$ cat config.mk
export PLATFORM = sky130hd
export DESIGN_NAME = midpoint_circle_rasterizer
export DESIGN_NICKNAME = d
export VERILOG_FILES = /design/src/rtl/mcr_pkg.sv /design/src/rtl/mcr_ctrl.sv /design/src/rtl/mcr_datapath.sv /design/src/rtl/midpoint_circle_rasterizer.sv
export SDC_FILE = /design/constraint.sdc
export NUM_CORES = 2
export LEC_CHECK = 0
export ABC_AREA = 1
export BUFFER_PORTS_ARGS = -buffer_cell sky130_fd_sc_hd__buf_4
export CAP_MARGIN = 20
export CORE_MARGIN = 3
export CORE_UTILIZATION = 45
export DETAILED_ROUTE_END_ITERATION = 8
export PLACE_DENSITY = 0.61
export SYNTH_ARGS = -nofsm -noshare
export SYNTH_HDL_FRONTEND = slang
export SYNTH_SLANG_ARGS = --single-unit
$ cat constraint.sdc
create_clock -name clk -period 11.2 [get_ports clk]
set_clock_uncertainty 0.15 [all_clocks]
set_input_delay 0.56 -clock clk [delete_from_list [all_inputs] [get_ports clk]]
set_output_delay 0.56 -clock clk [all_outputs]
set_load 0.01 [all_outputs]
$ cat src/rtl/mcr_pkg.sv
// Package for the midpoint circle rasterizer: shared constants, the controller
// state type and the command and status structs between controller and datapath.
// No dependencies.
package mcr_pkg;

  // Default bounds handed to the top-level parameters.
  localparam int MAX_RADIUS_DEF = 63;
  localparam int MAX_WIDTH_DEF  = 1024;
  localparam int MAX_HEIGHT_DEF = 1024;

  // Field widths fixed by the interface.
  localparam int COORD_W  = 12;
  localparam int RADIUS_W = 6;
  localparam int COLOR_W  = 32;
  localparam int CFG_W    = 11;
  localparam int ADDR_W   = 20;
  localparam int LANES    = 8;

  // Configuration register indexes and reset values.
  localparam logic REG_IMAGE_WIDTH  = 1'b0;
  localparam logic REG_IMAGE_HEIGHT = 1'b1;
  localparam logic [CFG_W-1:0] IMAGE_WIDTH_RST  = 11'd640;
  localparam logic [CFG_W-1:0] IMAGE_HEIGHT_RST = 11'd480;

  // Results per circle are capped.
  localparam int RESULT_CAP = 48;
  localparam int CNT_W      = $clog2(RESULT_CAP);

  // Decision-variable constants of the circle recurrence.
  localparam int DEC_INIT     = 3;
  localparam int DEC_RAD_MUL  = 2;
  localparam int DEC_STEP_MUL = 4;
  localparam int DEC_DIAG_ADD = 10;
  localparam int DEC_AXIS_ADD = 6;

  typedef enum logic {
    ST_IDLE,
    ST_RUN
  } mcr_state_t;

  // Commands from the controller to the datapath.
  typedef struct packed {
    logic start;    // latch a new command and set up the first point
    logic capture;  // register the current point's rows and columns, then advance
    logic load_out; // move the captured point into the output register
    logic last;     // last marker of the point being loaded
  } mcr_cmd_t;

  // Status from the datapath to the controller.
  typedef struct packed {
    logic y_ge_x;   // current point still lies in the first octant
  } mcr_sts_t;

endpackage

$ cat src/rtl/mcr_ctrl.sv
// Controller of the midpoint circle rasterizer: command acceptance, the step
// counter and the valid bits of the address pipeline and output register.
// Depends on mcr_pkg.
module mcr_ctrl
  import mcr_pkg::*;
(
  input  logic     clk,
  input  logic     rst_n,
  input  logic     in_valid,
  output logic     in_ready,
  output logic     out_valid,
  input  logic     out_ready,
  input  mcr_sts_t sts,
  output mcr_cmd_t cmd
);

  mcr_state_t       state_r, state_nxt;
  logic [CNT_W-1:0] cnt_r, cnt_nxt;
  logic             gen_left_r, gen_left_nxt;
  logic             a_vld_r, a_vld_nxt;
  logic             a_last_r, a_last_nxt;
  logic             out_vld_r, out_vld_nxt;

  logic load;
  logic cap;
  logic last_pt;

  // State and valid registers.
  always_ff @(posedge clk) begin
    if (!rst_n) begin
      state_r    <= ST_IDLE;
      cnt_r      <= '0;
      gen_left_r <= 1'b0;
      a_vld_r    <= 1'b0;
      a_last_r   <= 1'b0;
      out_vld_r  <= 1'b0;
    end else begin
      state_r    <= state_nxt;
      cnt_r      <= cnt_nxt;
      gen_left_r <= gen_left_nxt;
      a_vld_r    <= a_vld_nxt;
      a_last_r   <= a_last_nxt;
      out_vld_r  <= out_vld_nxt;
    end
  end

  // The output register takes a point when it is empty or its beat leaves.
  assign load    = a_vld_r && (!out_vld_r || out_ready);
  assign last_pt = !sts.y_ge_x || (cnt_r == CNT_W'(RESULT_CAP - 1));

  // Next state and commands.
  always_comb begin
    state_nxt    = state_r;
    cnt_nxt      = cnt_r;
    gen_left_nxt = gen_left_r;
    a_vld_nxt    = a_vld_r;
    a_last_nxt   = a_last_r;
    cap          = 1'b0;
    in_ready     = 1'b0;
    cmd          = '0;

    case (state_r)
      ST_IDLE: begin
        in_ready = 1'b1;
        if (in_valid) begin
          cmd.start    = 1'b1;
          state_nxt    = ST_RUN;
          cnt_nxt      = '0;
          gen_left_nxt = 1'b1;
        end
      end
      ST_RUN: begin
        cap = gen_left_r && (!a_vld_r || load);
        if (cap) begin
          cnt_nxt    = cnt_r + 1'b1;
          a_vld_nxt  = 1'b1;
          a_last_nxt = last_pt;
          if (last_pt) begin
            gen_left_nxt = 1'b0;
          end
        end else if (load) begin
          a_vld_nxt = 1'b0;
        end
        if (load && a_last_r) begin
          state_nxt = ST_IDLE;
        end
      end
      default: begin
        state_nxt = ST_IDLE;
      end
    endcase

    cmd.capture  = cap;
    cmd.load_out = load;
    cmd.last     = a_last_r;
  end

  // Output valid follows loads and completed beats.
  always_comb begin
    if (load) begin
      out_vld_nxt = 1'b1;
    end else if (out_ready) begin
      out_vld_nxt = 1'b0;
    end else begin
      out_vld_nxt = out_vld_r;
    end
  end

  assign out_valid = out_vld_r;

endmodule

$ cat src/rtl/mcr_datapath.sv
// Datapath of the midpoint circle rasterizer: the point and decision registers,
// the row-product stage and the address, mask and output registers.
// Depends on mcr_pkg.
module mcr_datapath
  import mcr_pkg::*;
#(
  parameter int MAX_RADIUS = MAX_RADIUS_DEF,
  parameter int MAX_WIDTH  = MAX_WIDTH_DEF,
  parameter int MAX_HEIGHT = MAX_HEIGHT_DEF
) (
  input  logic                       clk,
  input  mcr_cmd_t                   cmd,
  output mcr_sts_t                   sts,
  input  logic [CFG_W-1:0]           image_width,
  input  logic [CFG_W-1:0]           image_height,
  input  logic signed [COORD_W-1:0]  in_center_x,
  input  logic signed [COORD_W-1:0]  in_center_y,
  input  logic [RADIUS_W-1:0]        in_radius,
  input  logic [COLOR_W-1:0]         in_color,
  output logic [ADDR_W-1:0]          out_addr [LANES],
  output logic [LANES-1:0]           out_write_mask,
  output logic [COLOR_W-1:0]         out_pixel_value,
  output logic                       out_last_step
);

  // Point offsets reach the radius plus one, the decision about eight radii.
  localparam int RW = $clog2(MAX_RADIUS + 1);
  localparam int OW = RW + 2;
  localparam int DW = RW + 6;
  localparam int CW = ((OW > COORD_W) ? OW : COORD_W) + 1;
  localparam int PW = CW + CFG_W + 1;
  localparam int IW = PW + 1;
  localparam int LW = 2 * CFG_W;

  localparam logic signed [DW-1:0] K_INIT = DW'(DEC_INIT);
  localparam logic signed [DW-1:0] K_RAD  = DW'(DEC_RAD_MUL);
  localparam logic signed [DW-1:0] K_STEP = DW'(DEC_STEP_MUL);
  localparam logic signed [DW-1:0] K_DIAG = DW'(DEC_DIAG_ADD);
  localparam logic signed [DW-1:0] K_AXIS = DW'(DEC_AXIS_ADD);

  logic signed [OW-1:0]      x_r, y_r;
  logic signed [DW-1:0]      d_r;
  logic signed [COORD_W-1:0] cx_r, cy_r;
  logic [COLOR_W-1:0]        color_r;
  logic signed [PW-1:0]      prod_r [4];
  logic signed [CW-1:0]      col_r  [4];
  logic [LW-1:0]             limit_r;
  logic [ADDR_W-1:0]         addr_r [LANES];
  logic [LANES-1:0]          mask_r;
  logic [COLOR_W-1:0]        pix_r;
  logic                      last_r;

  logic [CFG_W-1:0]     w_eff, h_eff;
  logic signed [CFG_W:0] w_s;
  logic signed [OW-1:0] r_eff;
  logic signed [OW-1:0] x_inc, y_dec;
  logic signed [DW-1:0] d_nxt;
  logic signed [CW-1:0] row [4];
  logic signed [CW-1:0] col [4];
  logic signed [IW-1:0] idx [LANES];
  logic signed [IW-1:0] lim_s;

  // Clamp the geometry and the radius to the configured bounds.
  assign w_eff = (32'(image_width) > MAX_WIDTH) ? CFG_W'(MAX_WIDTH) : image_width;
  assign h_eff = (32'(image_height) > MAX_HEIGHT) ? CFG_W'(MAX_HEIGHT) : image_height;
  assign w_s   = $signed({1'b0, w_eff});
  assign r_eff = (32'(in_radius) > MAX_RADIUS) ? OW'(MAX_RADIUS) : OW'(in_radius);

  // Size must only change while idle (unenforced); one register stage is enough.
  always_ff @(posedge clk) begin
    limit_r <= LW'(w_eff) * LW'(h_eff);
  end

  // Next point of the circle recurrence.
  assign x_inc = x_r + OW'(1);
  assign y_dec = y_r - OW'(1);
  always_comb begin
    if (d_r > 0) begin
      d_nxt = d_r + K_STEP * DW'(x_inc - y_dec) + K_DIAG;
    end else begin
      d_nxt = d_r + K_STEP * DW'(x_inc) + K_AXIS;
    end
  end
  assign sts.y_ge_x = (y_r >= x_r);

  // Rows and columns of the eight mirrored points share four values each.
  assign row[0] = CW'(cy_r) + CW'(y_r);
  assign row[1] = CW'(cy_r) - CW'(y_r);
  assign row[2] = CW'(cy_r) + CW'(x_r);
  assign row[3] = CW'(cy_r) - CW'(x_r);
  assign col[0] = CW'(cx_r) + CW'(x_r);
  assign col[1] = CW'(cx_r) - CW'(x_r);
  assign col[2] = CW'(cx_r) + CW'(y_r);
  assign col[3] = CW'(cx_r) - CW'(y_r);

  // Command latch, point registers and the row-product stage.
  always_ff @(posedge clk) begin
    if (cmd.start) begin
      cx_r    <= in_center_x;
      cy_r    <= in_center_y;
      color_r <= in_color;
      x_r     <= '0;
      y_r     <= r_eff;
      d_r     <= K_INIT - K_RAD * DW'(r_eff);
    end else if (cmd.capture) begin
      for (int k = 0; k < 4; k++) begin
        prod_r[k] <= PW'(row[k]) * PW'(w_s);
        col_r[k]  <= col[k];
      end
      x_r <= x_inc;
      if (d_r > 0) begin
        y_r <= y_dec;
      end
      d_r <= d_nxt;
    end
  end

  // Linear addresses: row product plus column, lanes in port order.
  assign idx[0] = IW'(prod_r[0]) + IW'(col_r[0]);
  assign idx[1] = IW'(prod_r[0]) + IW'(col_r[1]);
  assign idx[2] = IW'(prod_r[1]) + IW'(col_r[0]);
  assign idx[3] = IW'(prod_r[1]) + IW'(col_r[1]);
  assign idx[4] = IW'(prod_r[2]) + IW'(col_r[2]);
  assign idx[5] = IW'(prod_r[2]) + IW'(col_r[3]);
  assign idx[6] = IW'(prod_r[3]) + IW'(col_r[2]);
  assign idx[7] = IW'(prod_r[3]) + IW'(col_r[3]);
  assign lim_s  = IW'($signed({1'b0, limit_r}));

  // Output register: truncated addresses, range mask, colour and last marker.
  always_ff @(posedge clk) begin
    if (cmd.load_out) begin
      for (int i = 0; i < LANES; i++) begin
        addr_r[i] <= idx[i][ADDR_W-1:0];
        mask_r[i] <= (idx[i] >= 0) && (idx[i] < lim_s);
      end
      pix_r  <= color_r;
      last_r <= cmd.last;
    end
  end

  assign out_addr        = addr_r;
  assign out_write_mask  = mask_r;
  assign out_pixel_value = pix_r;
  assign out_last_step   = last_r;

endmodule

$ cat src/rtl/midpoint_circle_rasterizer.sv
// Top level of the midpoint circle rasterizer: configuration registers on the
// APB-style port and the controller and datapath. Depends on mcr_pkg,
// mcr_ctrl and mcr_datapath.
//
// The block takes one circle command (centre, radius, colour) and returns one
// result beat per point of the midpoint circle walk, starting at (0, radius)
// and ending with the first point past the octant boundary, at most 48 beats,
// the final one flagged by out_last_step. Each beat carries the eight mirrored
// linear addresses (row times width plus column, truncated to 20 bits, so a
// column off the edge wraps into the next row), a mask of the lanes that lie
// inside width times height, and the colour. Without back-pressure a circle of
// radius r delivers one beat per cycle, about 0.71*r + 2 beats, and the first
// beat goes in order through the point registers, which take the command at
// the accepting edge, then through the registers of the row-product
// multiplier stage and the output register. A new command is taken from
// the cycle after the final beat of the previous circle enters the output
// register. Width and height are written at byte addresses 0 and 4 and must
// only change while no circle is in progress.
module midpoint_circle_rasterizer
  import mcr_pkg::*;
#(
  parameter int MAX_RADIUS = MAX_RADIUS_DEF,
  parameter int MAX_WIDTH  = MAX_WIDTH_DEF,
  parameter int MAX_HEIGHT = MAX_HEIGHT_DEF
) (
  input  logic                      clk,
  input  logic                      rst_n,
  // Configuration port
  input  logic                      psel,
  input  logic                      penable,
  input  logic                      pwrite,
  input  logic [2:0]                paddr,
  input  logic [31:0]               pwdata,
  output logic [31:0]               prdata,
  output logic                      pready,
  // Command channel
  input  logic                      in_valid,
  output logic                      in_ready,
  input  logic signed [COORD_W-1:0] in_center_x,
  input  logic signed [COORD_W-1:0] in_center_y,
  input  logic [RADIUS_W-1:0]       in_radius,
  input  logic [COLOR_W-1:0]        in_color,
  // Result channel
  output logic                      out_valid,
  input  logic                      out_ready,
  output logic [ADDR_W-1:0]         out_addr_px_py,
  output logic [ADDR_W-1:0]         out_addr_mx_py,
  output logic [ADDR_W-1:0]         out_addr_px_my,
  output logic [ADDR_W-1:0]         out_addr_mx_my,
  output logic [ADDR_W-1:0]         out_addr_py_px,
  output logic [ADDR_W-1:0]         out_addr_my_px,
  output logic [ADDR_W-1:0]         out_addr_py_mx,
  output logic [ADDR_W-1:0]         out_addr_my_mx,
  output logic [LANES-1:0]          out_write_mask,
  output logic [COLOR_W-1:0]        out_pixel_value,
  output logic                      out_last_step
);

  logic [CFG_W-1:0]  image_width_r;
  logic [CFG_W-1:0]  image_height_r;
  logic              cfg_wr;
  mcr_cmd_t          cmd;
  mcr_sts_t          sts;
  logic [ADDR_W-1:0] addr [LANES];

  // Register writes complete in the access phase; the port never waits.
  assign pready = 1'b1;
  assign cfg_wr = psel && penable && pwrite && pready;

  always_ff @(posedge clk) begin
    if (!rst_n) begin
      image_width_r  <= IMAGE_WIDTH_RST;
      image_height_r <= IMAGE_HEIGHT_RST;
    end else if (cfg_wr) begin
      case (paddr[2])
        REG_IMAGE_WIDTH:  image_width_r  <= pwdata[CFG_W-1:0];
        REG_IMAGE_HEIGHT: image_height_r <= pwdata[CFG_W-1:0];
        default: begin
        end
      endcase
    end
  end

  // Read-back of the selected register.
  always_comb begin
    case (paddr[2])
      REG_IMAGE_WIDTH:  prdata = {{(32-CFG_W){1'b0}}, image_width_r};
      REG_IMAGE_HEIGHT: prdata = {{(32-CFG_W){1'b0}}, image_height_r};
      default:          prdata = '0;
    endcase
  end

  mcr_ctrl u_ctrl (
    .clk       (clk),
    .rst_n     (rst_n),
    .in_valid  (in_valid),
    .in_ready  (in_ready),
    .out_valid (out_valid),
    .out_ready (out_ready),
    .sts       (sts),
    .cmd       (cmd)
  );

  mcr_datapath #(
    .MAX_RADIUS (MAX_RADIUS),
    .MAX_WIDTH  (MAX_WIDTH),
    .MAX_HEIGHT (MAX_HEIGHT)
  ) u_dp (
    .clk             (clk),
    .cmd             (cmd),
    .sts             (sts),
    .image_width     (image_width_r),
    .image_height    (image_height_r),
    .in_center_x     (in_center_x),
    .in_center_y     (in_center_y),
    .in_radius       (in_radius),
    .in_color        (in_color),
    .out_addr        (addr),
    .out_write_mask  (out_write_mask),
    .out_pixel_value (out_pixel_value),
    .out_last_step   (out_last_step)
  );

  // Lanes onto their named ports.
  assign out_addr_px_py = addr[0];
  assign out_addr_mx_py = addr[1];
  assign out_addr_px_my = addr[2];
  assign out_addr_mx_my = addr[3];
  assign out_addr_py_px = addr[4];
  assign out_addr_my_px = addr[5];
  assign out_addr_py_mx = addr[6];
  assign out_addr_my_mx = addr[7];

endmodule

==> impl_summary.txt <==
----------------------------------------------------
[Global routing]
  Maximum number of pins on one net before global-route repair ... 116
  Via count of the first global-routing pass ... 52.1k
  Overflow left after global routing ... 0
  Number of antenna violations at the first check in global routing ... 4
  First-pass GRT wire length ... 304000 um
  Global routing usage summed across all routing layers ... 0.271

[Setup path]
  CP Max Fanout ... 48
  Worst setup SP type ... flop
  Critical path cell sequence ... inv_2 > a21oi_2 > nor2_4 > buf_4 > inv_1 > buf_4 > nor2_1 > fa_1 > inv_1 > fa_1 > inv_1 > fa_1 > inv_1 > fa_1 > inv_1 > fa_1 > ha_1 > nand2_1 > nor2_1 > a221oi_1 > nand2_1 > o21ai_0 > nand2_1
  Data required time at the worst endpoint ... 11470 ps
  R2r worst-path depth ... 23
  Slowest stage cell, crit path ... sky130_fd_sc_hd__a21oi_2
  Capturing element type of the critical path ... flop
  Crit path arrival time ... 8400 ps
  Startpoint-to-endpoint class of the critical path ... reg2reg
  Max stage delay on crit path ... 920 ps

[Routing]
  Sum of routed wire length over all layers ... 198000 um
  Remaining design rule violation count ... 0
  Via Count ... 53.2k
  Number of design-rule violations left by the first detailed-router iteration ... 4231
  Number of search-and-repair iterations in the first detailed-routing pass ... 6
  Mean number of vias per cell ... 5.22
  Post-route antenna net violation count ... 0
  WL per Instance ... 19.5 um

[Floorplanning]
  Y dimension of the die ... 381 um
  Std-Cell Core Area ... 140000 sq um
  Die Outline Area ... 145000 sq um
  IO Pins ... 340
  Die span in x ... 381 um
  Number of core rows ... 137
  Starting utilization of the core area ... 0.453

[Logic synthesis]
  Synthesized area per cell ... 8.01 sq um
  Dominant cell by count in the synthesized netlist ... sky130_fd_sc_hd__nand2_1
  Dominant register cell in the synthesized netlist ... sky130_fd_sc_hd__edfxtp_1
  Number of flops mapped to enable cells by yosys ... 416
  Biggest area consumer among synthesized cells ... sky130_fd_sc_hd__fa_1
  Sequential-to-total area share from yosys stat ... 0.218
  Post-synthesis instance area ... 63300 sq um
  Number of standard cells after synthesis ... 7904
  Synth warn ... 0
  Library cells used by synthesis ... 48
  Fraction of registers with async set or reset after synthesis ... 0
  Most frequent cells after synthesis ... sky130_fd_sc_hd__nand2_1 (1771), sky130_fd_sc_hd__inv_1 (1577), sky130_fd_sc_hd__ha_1 (797)
  Area share of the largest cell type after synthesis ... 0.198
  Cells taking the most area after synthesis ... sky130_fd_sc_hd__fa_1 (20%), sky130_fd_sc_hd__edfxtp_1 (20%), sky130_fd_sc_hd__ha_1 (16%)
  Synthesized flop and latch total ... 481

[STA]
  Final number of hold-violating endpoints ... 0
  Worst hold margin ... 61.7 ps
  Post-layout min period ... 8140 ps
  Number of max-slew violations in the final report ... 0
  Final total negative setup slack ... 0 ps
  Finish-stage setup viols ... 0
  Max Clock Freq ... 0.123 GHz
  RSZ-0062 raised after global routing ... false
  Measured slew at the worst slew-check pin ... 1120 ps
  Rel. slew slack ... 0.253
  Crit share post-route ... 0.726
  Final Worst Setup Slack ... 3060 ps

[Finish]
  Fill cell count ... 13.6k
  Area used by multi-input combinational logic ... 43000 sq um
  Share of post-route cells with drive strength above 1 ... 0.0613
  Fin util ... 0.505
  Seq. cell area ... 13800 sq um
  Area Growth Syn to Fin ... 11.3%
  Finished Layout Cells ... 10.2k
  Net total in the final layout ... 9795
  Layout Cell Area excl Fill ... 70500 sq um

[Clock tree]
  H-tree Lvls ... 2
  Worst skew pair latency ... 680 ps
  Clock tree sinks ... 481
  Cells resized by post-CTS repair ... 0
  Root buffer selected by CTS ... sky130_fd_sc_hd__clkbuf_16
  CTS Buffer Depth ... 3
  CTS Buf Count ... 58
  Clk pin slew, worst setup/hold paths ... 60 ps
  CTS tree ... yes

[Outcome]
  Status ... finished clean

[Place]
  Post-placement setup slack ... 3110 ps
  Detailed-placement wirelength estimate ... 162000 um
  Count of input and output buffers ... 294
  Placer Congestion ... 0.960
  Placed cells ... 10.0k
  Placed cell area ... 67800 sq um

[Power and ir drop]
  Int Power ... 6.15 mW
  NetSw ... 5.85 mW
  Combinational share of power ... 0.628
  Sum of internal, switching and leakage power ... 12.0 mW
  Share of total power in the clock network ... 0.162
  Static Leak ... 35.2 nW
  Switching portion of total power ... 0.488
  PwrDens ... 170 nW/um^2
  Worst ir drop on vdd ... 0.124 mV
  Register share of total power ... 0.210

[Hold path]
  Worst min-delay path class ... in2reg
  Min-Delay Path Depth ... 3

[Run]
  Max capacitance violation total ... 0

----------------------------------------------------
worst max-delay path: cells and delay by family, from the launching register on:
kind / cells / cell delay [ps]
flops: 1 / 730
compound gates: 3 / 1360
buf+inv: 8 / 1790
simple gates: 6 / 480
fa+ha+maj: 6 / 3340
registers in the layout, indices dropped and copies added (netlist names):
name                  flops
image_height_r           11
u_dp.cy_r                12
u_dp.prod_r              98
u_dp.limit_r             22
u_ctrl.out_valid          1
u_ctrl.a_vld_r            1
u_dp.out_write_mask       8
u_dp.out_last_step        1
u_dp.cx_r                12
u_ctrl.state_r            1
u_dp.out_pixel_value     32
image_width_r            11
u_ctrl.gen_left_r         1
u_ctrl.cnt_r              6
u_ctrl.a_last_r           1
u_dp.col_r               50
u_dp.out_addr           154
u_dp.d_r                 11
u_dp.y_r                  8
u_dp.color_r             32
u_dp.x_r                  8
cells in the final DEF (no fill, tap or decap), drive strengths merged, types with 22 or more instances in the layout:
cell | Yosys | routed
nand4 | 80 | 80
a31oi | 45 | 45
clkbuf | 82 | 69
o21bai | 37 | 37
dlygate4sd3 | 0 | 67
a21oi | 482 | 482
or2 | 25 | 25
conb | 2 | 22
a21o | 34 | 34
nor2 | 679 | 679
inv | 1590 | 1595
clkinv | 10 | 35
dfxtp | 65 | 65
nand3 | 302 | 302
buf | 50 | 350
o21ai | 242 | 242
nand2 | 1772 | 1772
nor3 | 74 | 74
xor2 | 235 | 235
edfxtp | 416 | 416
xnor2 | 140 | 140
fa | 625 | 625
ha | 797 | 797
logic make-up after synthesis:
| family | after synthesis | synth area share |
|---|---|---|
| xor gates and xnor gates | 375 | 0.0522 |
| adders and majority gates | 1422 | 0.355 |
| AOI/OAI and AO/OA | 938 | 0.0823 |
| buffers and inverters | 1732 | 0.105 |
| other | 2 | 0.000119 |
| and+or+nand+nor | 2954 | 0.188 |
| DFF | 481 | 0.218 |
what timing repair did:
item	4_1_cts	5_1_grt
hold buffers	67	0
endpoints found under the hold margin	72	0
setup buffers	0	0
metal layers:
metal,global-route usage,vias to the layer above,share of wire
li1,-,25700,-
met1,0.381,25300,0.45
met2,0.415,1828,0.42
met3,0.0534,337,0.081
met4,0.100,2,0.044
met5,0,-,0.000060
power groups by stage:
stage               clock network (mW)  logic, mW  registers, mW
finish                            1.95       7.53           2.52
global route                      2.06       8.58           2.52
CTS                               2.00       7.47           2.51
detailed placement                   0       7.40           2.55
global placement                     0       7.29           2.55
floorplan                            0       5.28           2.47
path summary, 6_finish.rpt:
path / from / endpoint / slack (ps)
worst min register to register: u_dp.color_r[2] / u_dp.out_pixel_value[2] / 250
worst min-delay path: pwdata[4] / image_width_r[4] / 60
worst max-delay path: image_width_r[10] / u_dp.prod_r[2][24] / 3060
worst max register to register: image_width_r[10] / u_dp.prod_r[2][24] / 3060
cell type report:
class | instances | area share
multi-input combinational | 5711 | 0.611
sequential | 481 | 0.196
inverter | 1600 | 0.0853
timing repair buffer | 417 | 0.0472
tap | 1876 | 0.0333
clock buffer | 69 | 0.0222
clock inverter | 40 | 0.00570
antenna | 3 | 0.000106
(Power assumes the default switching activity.)
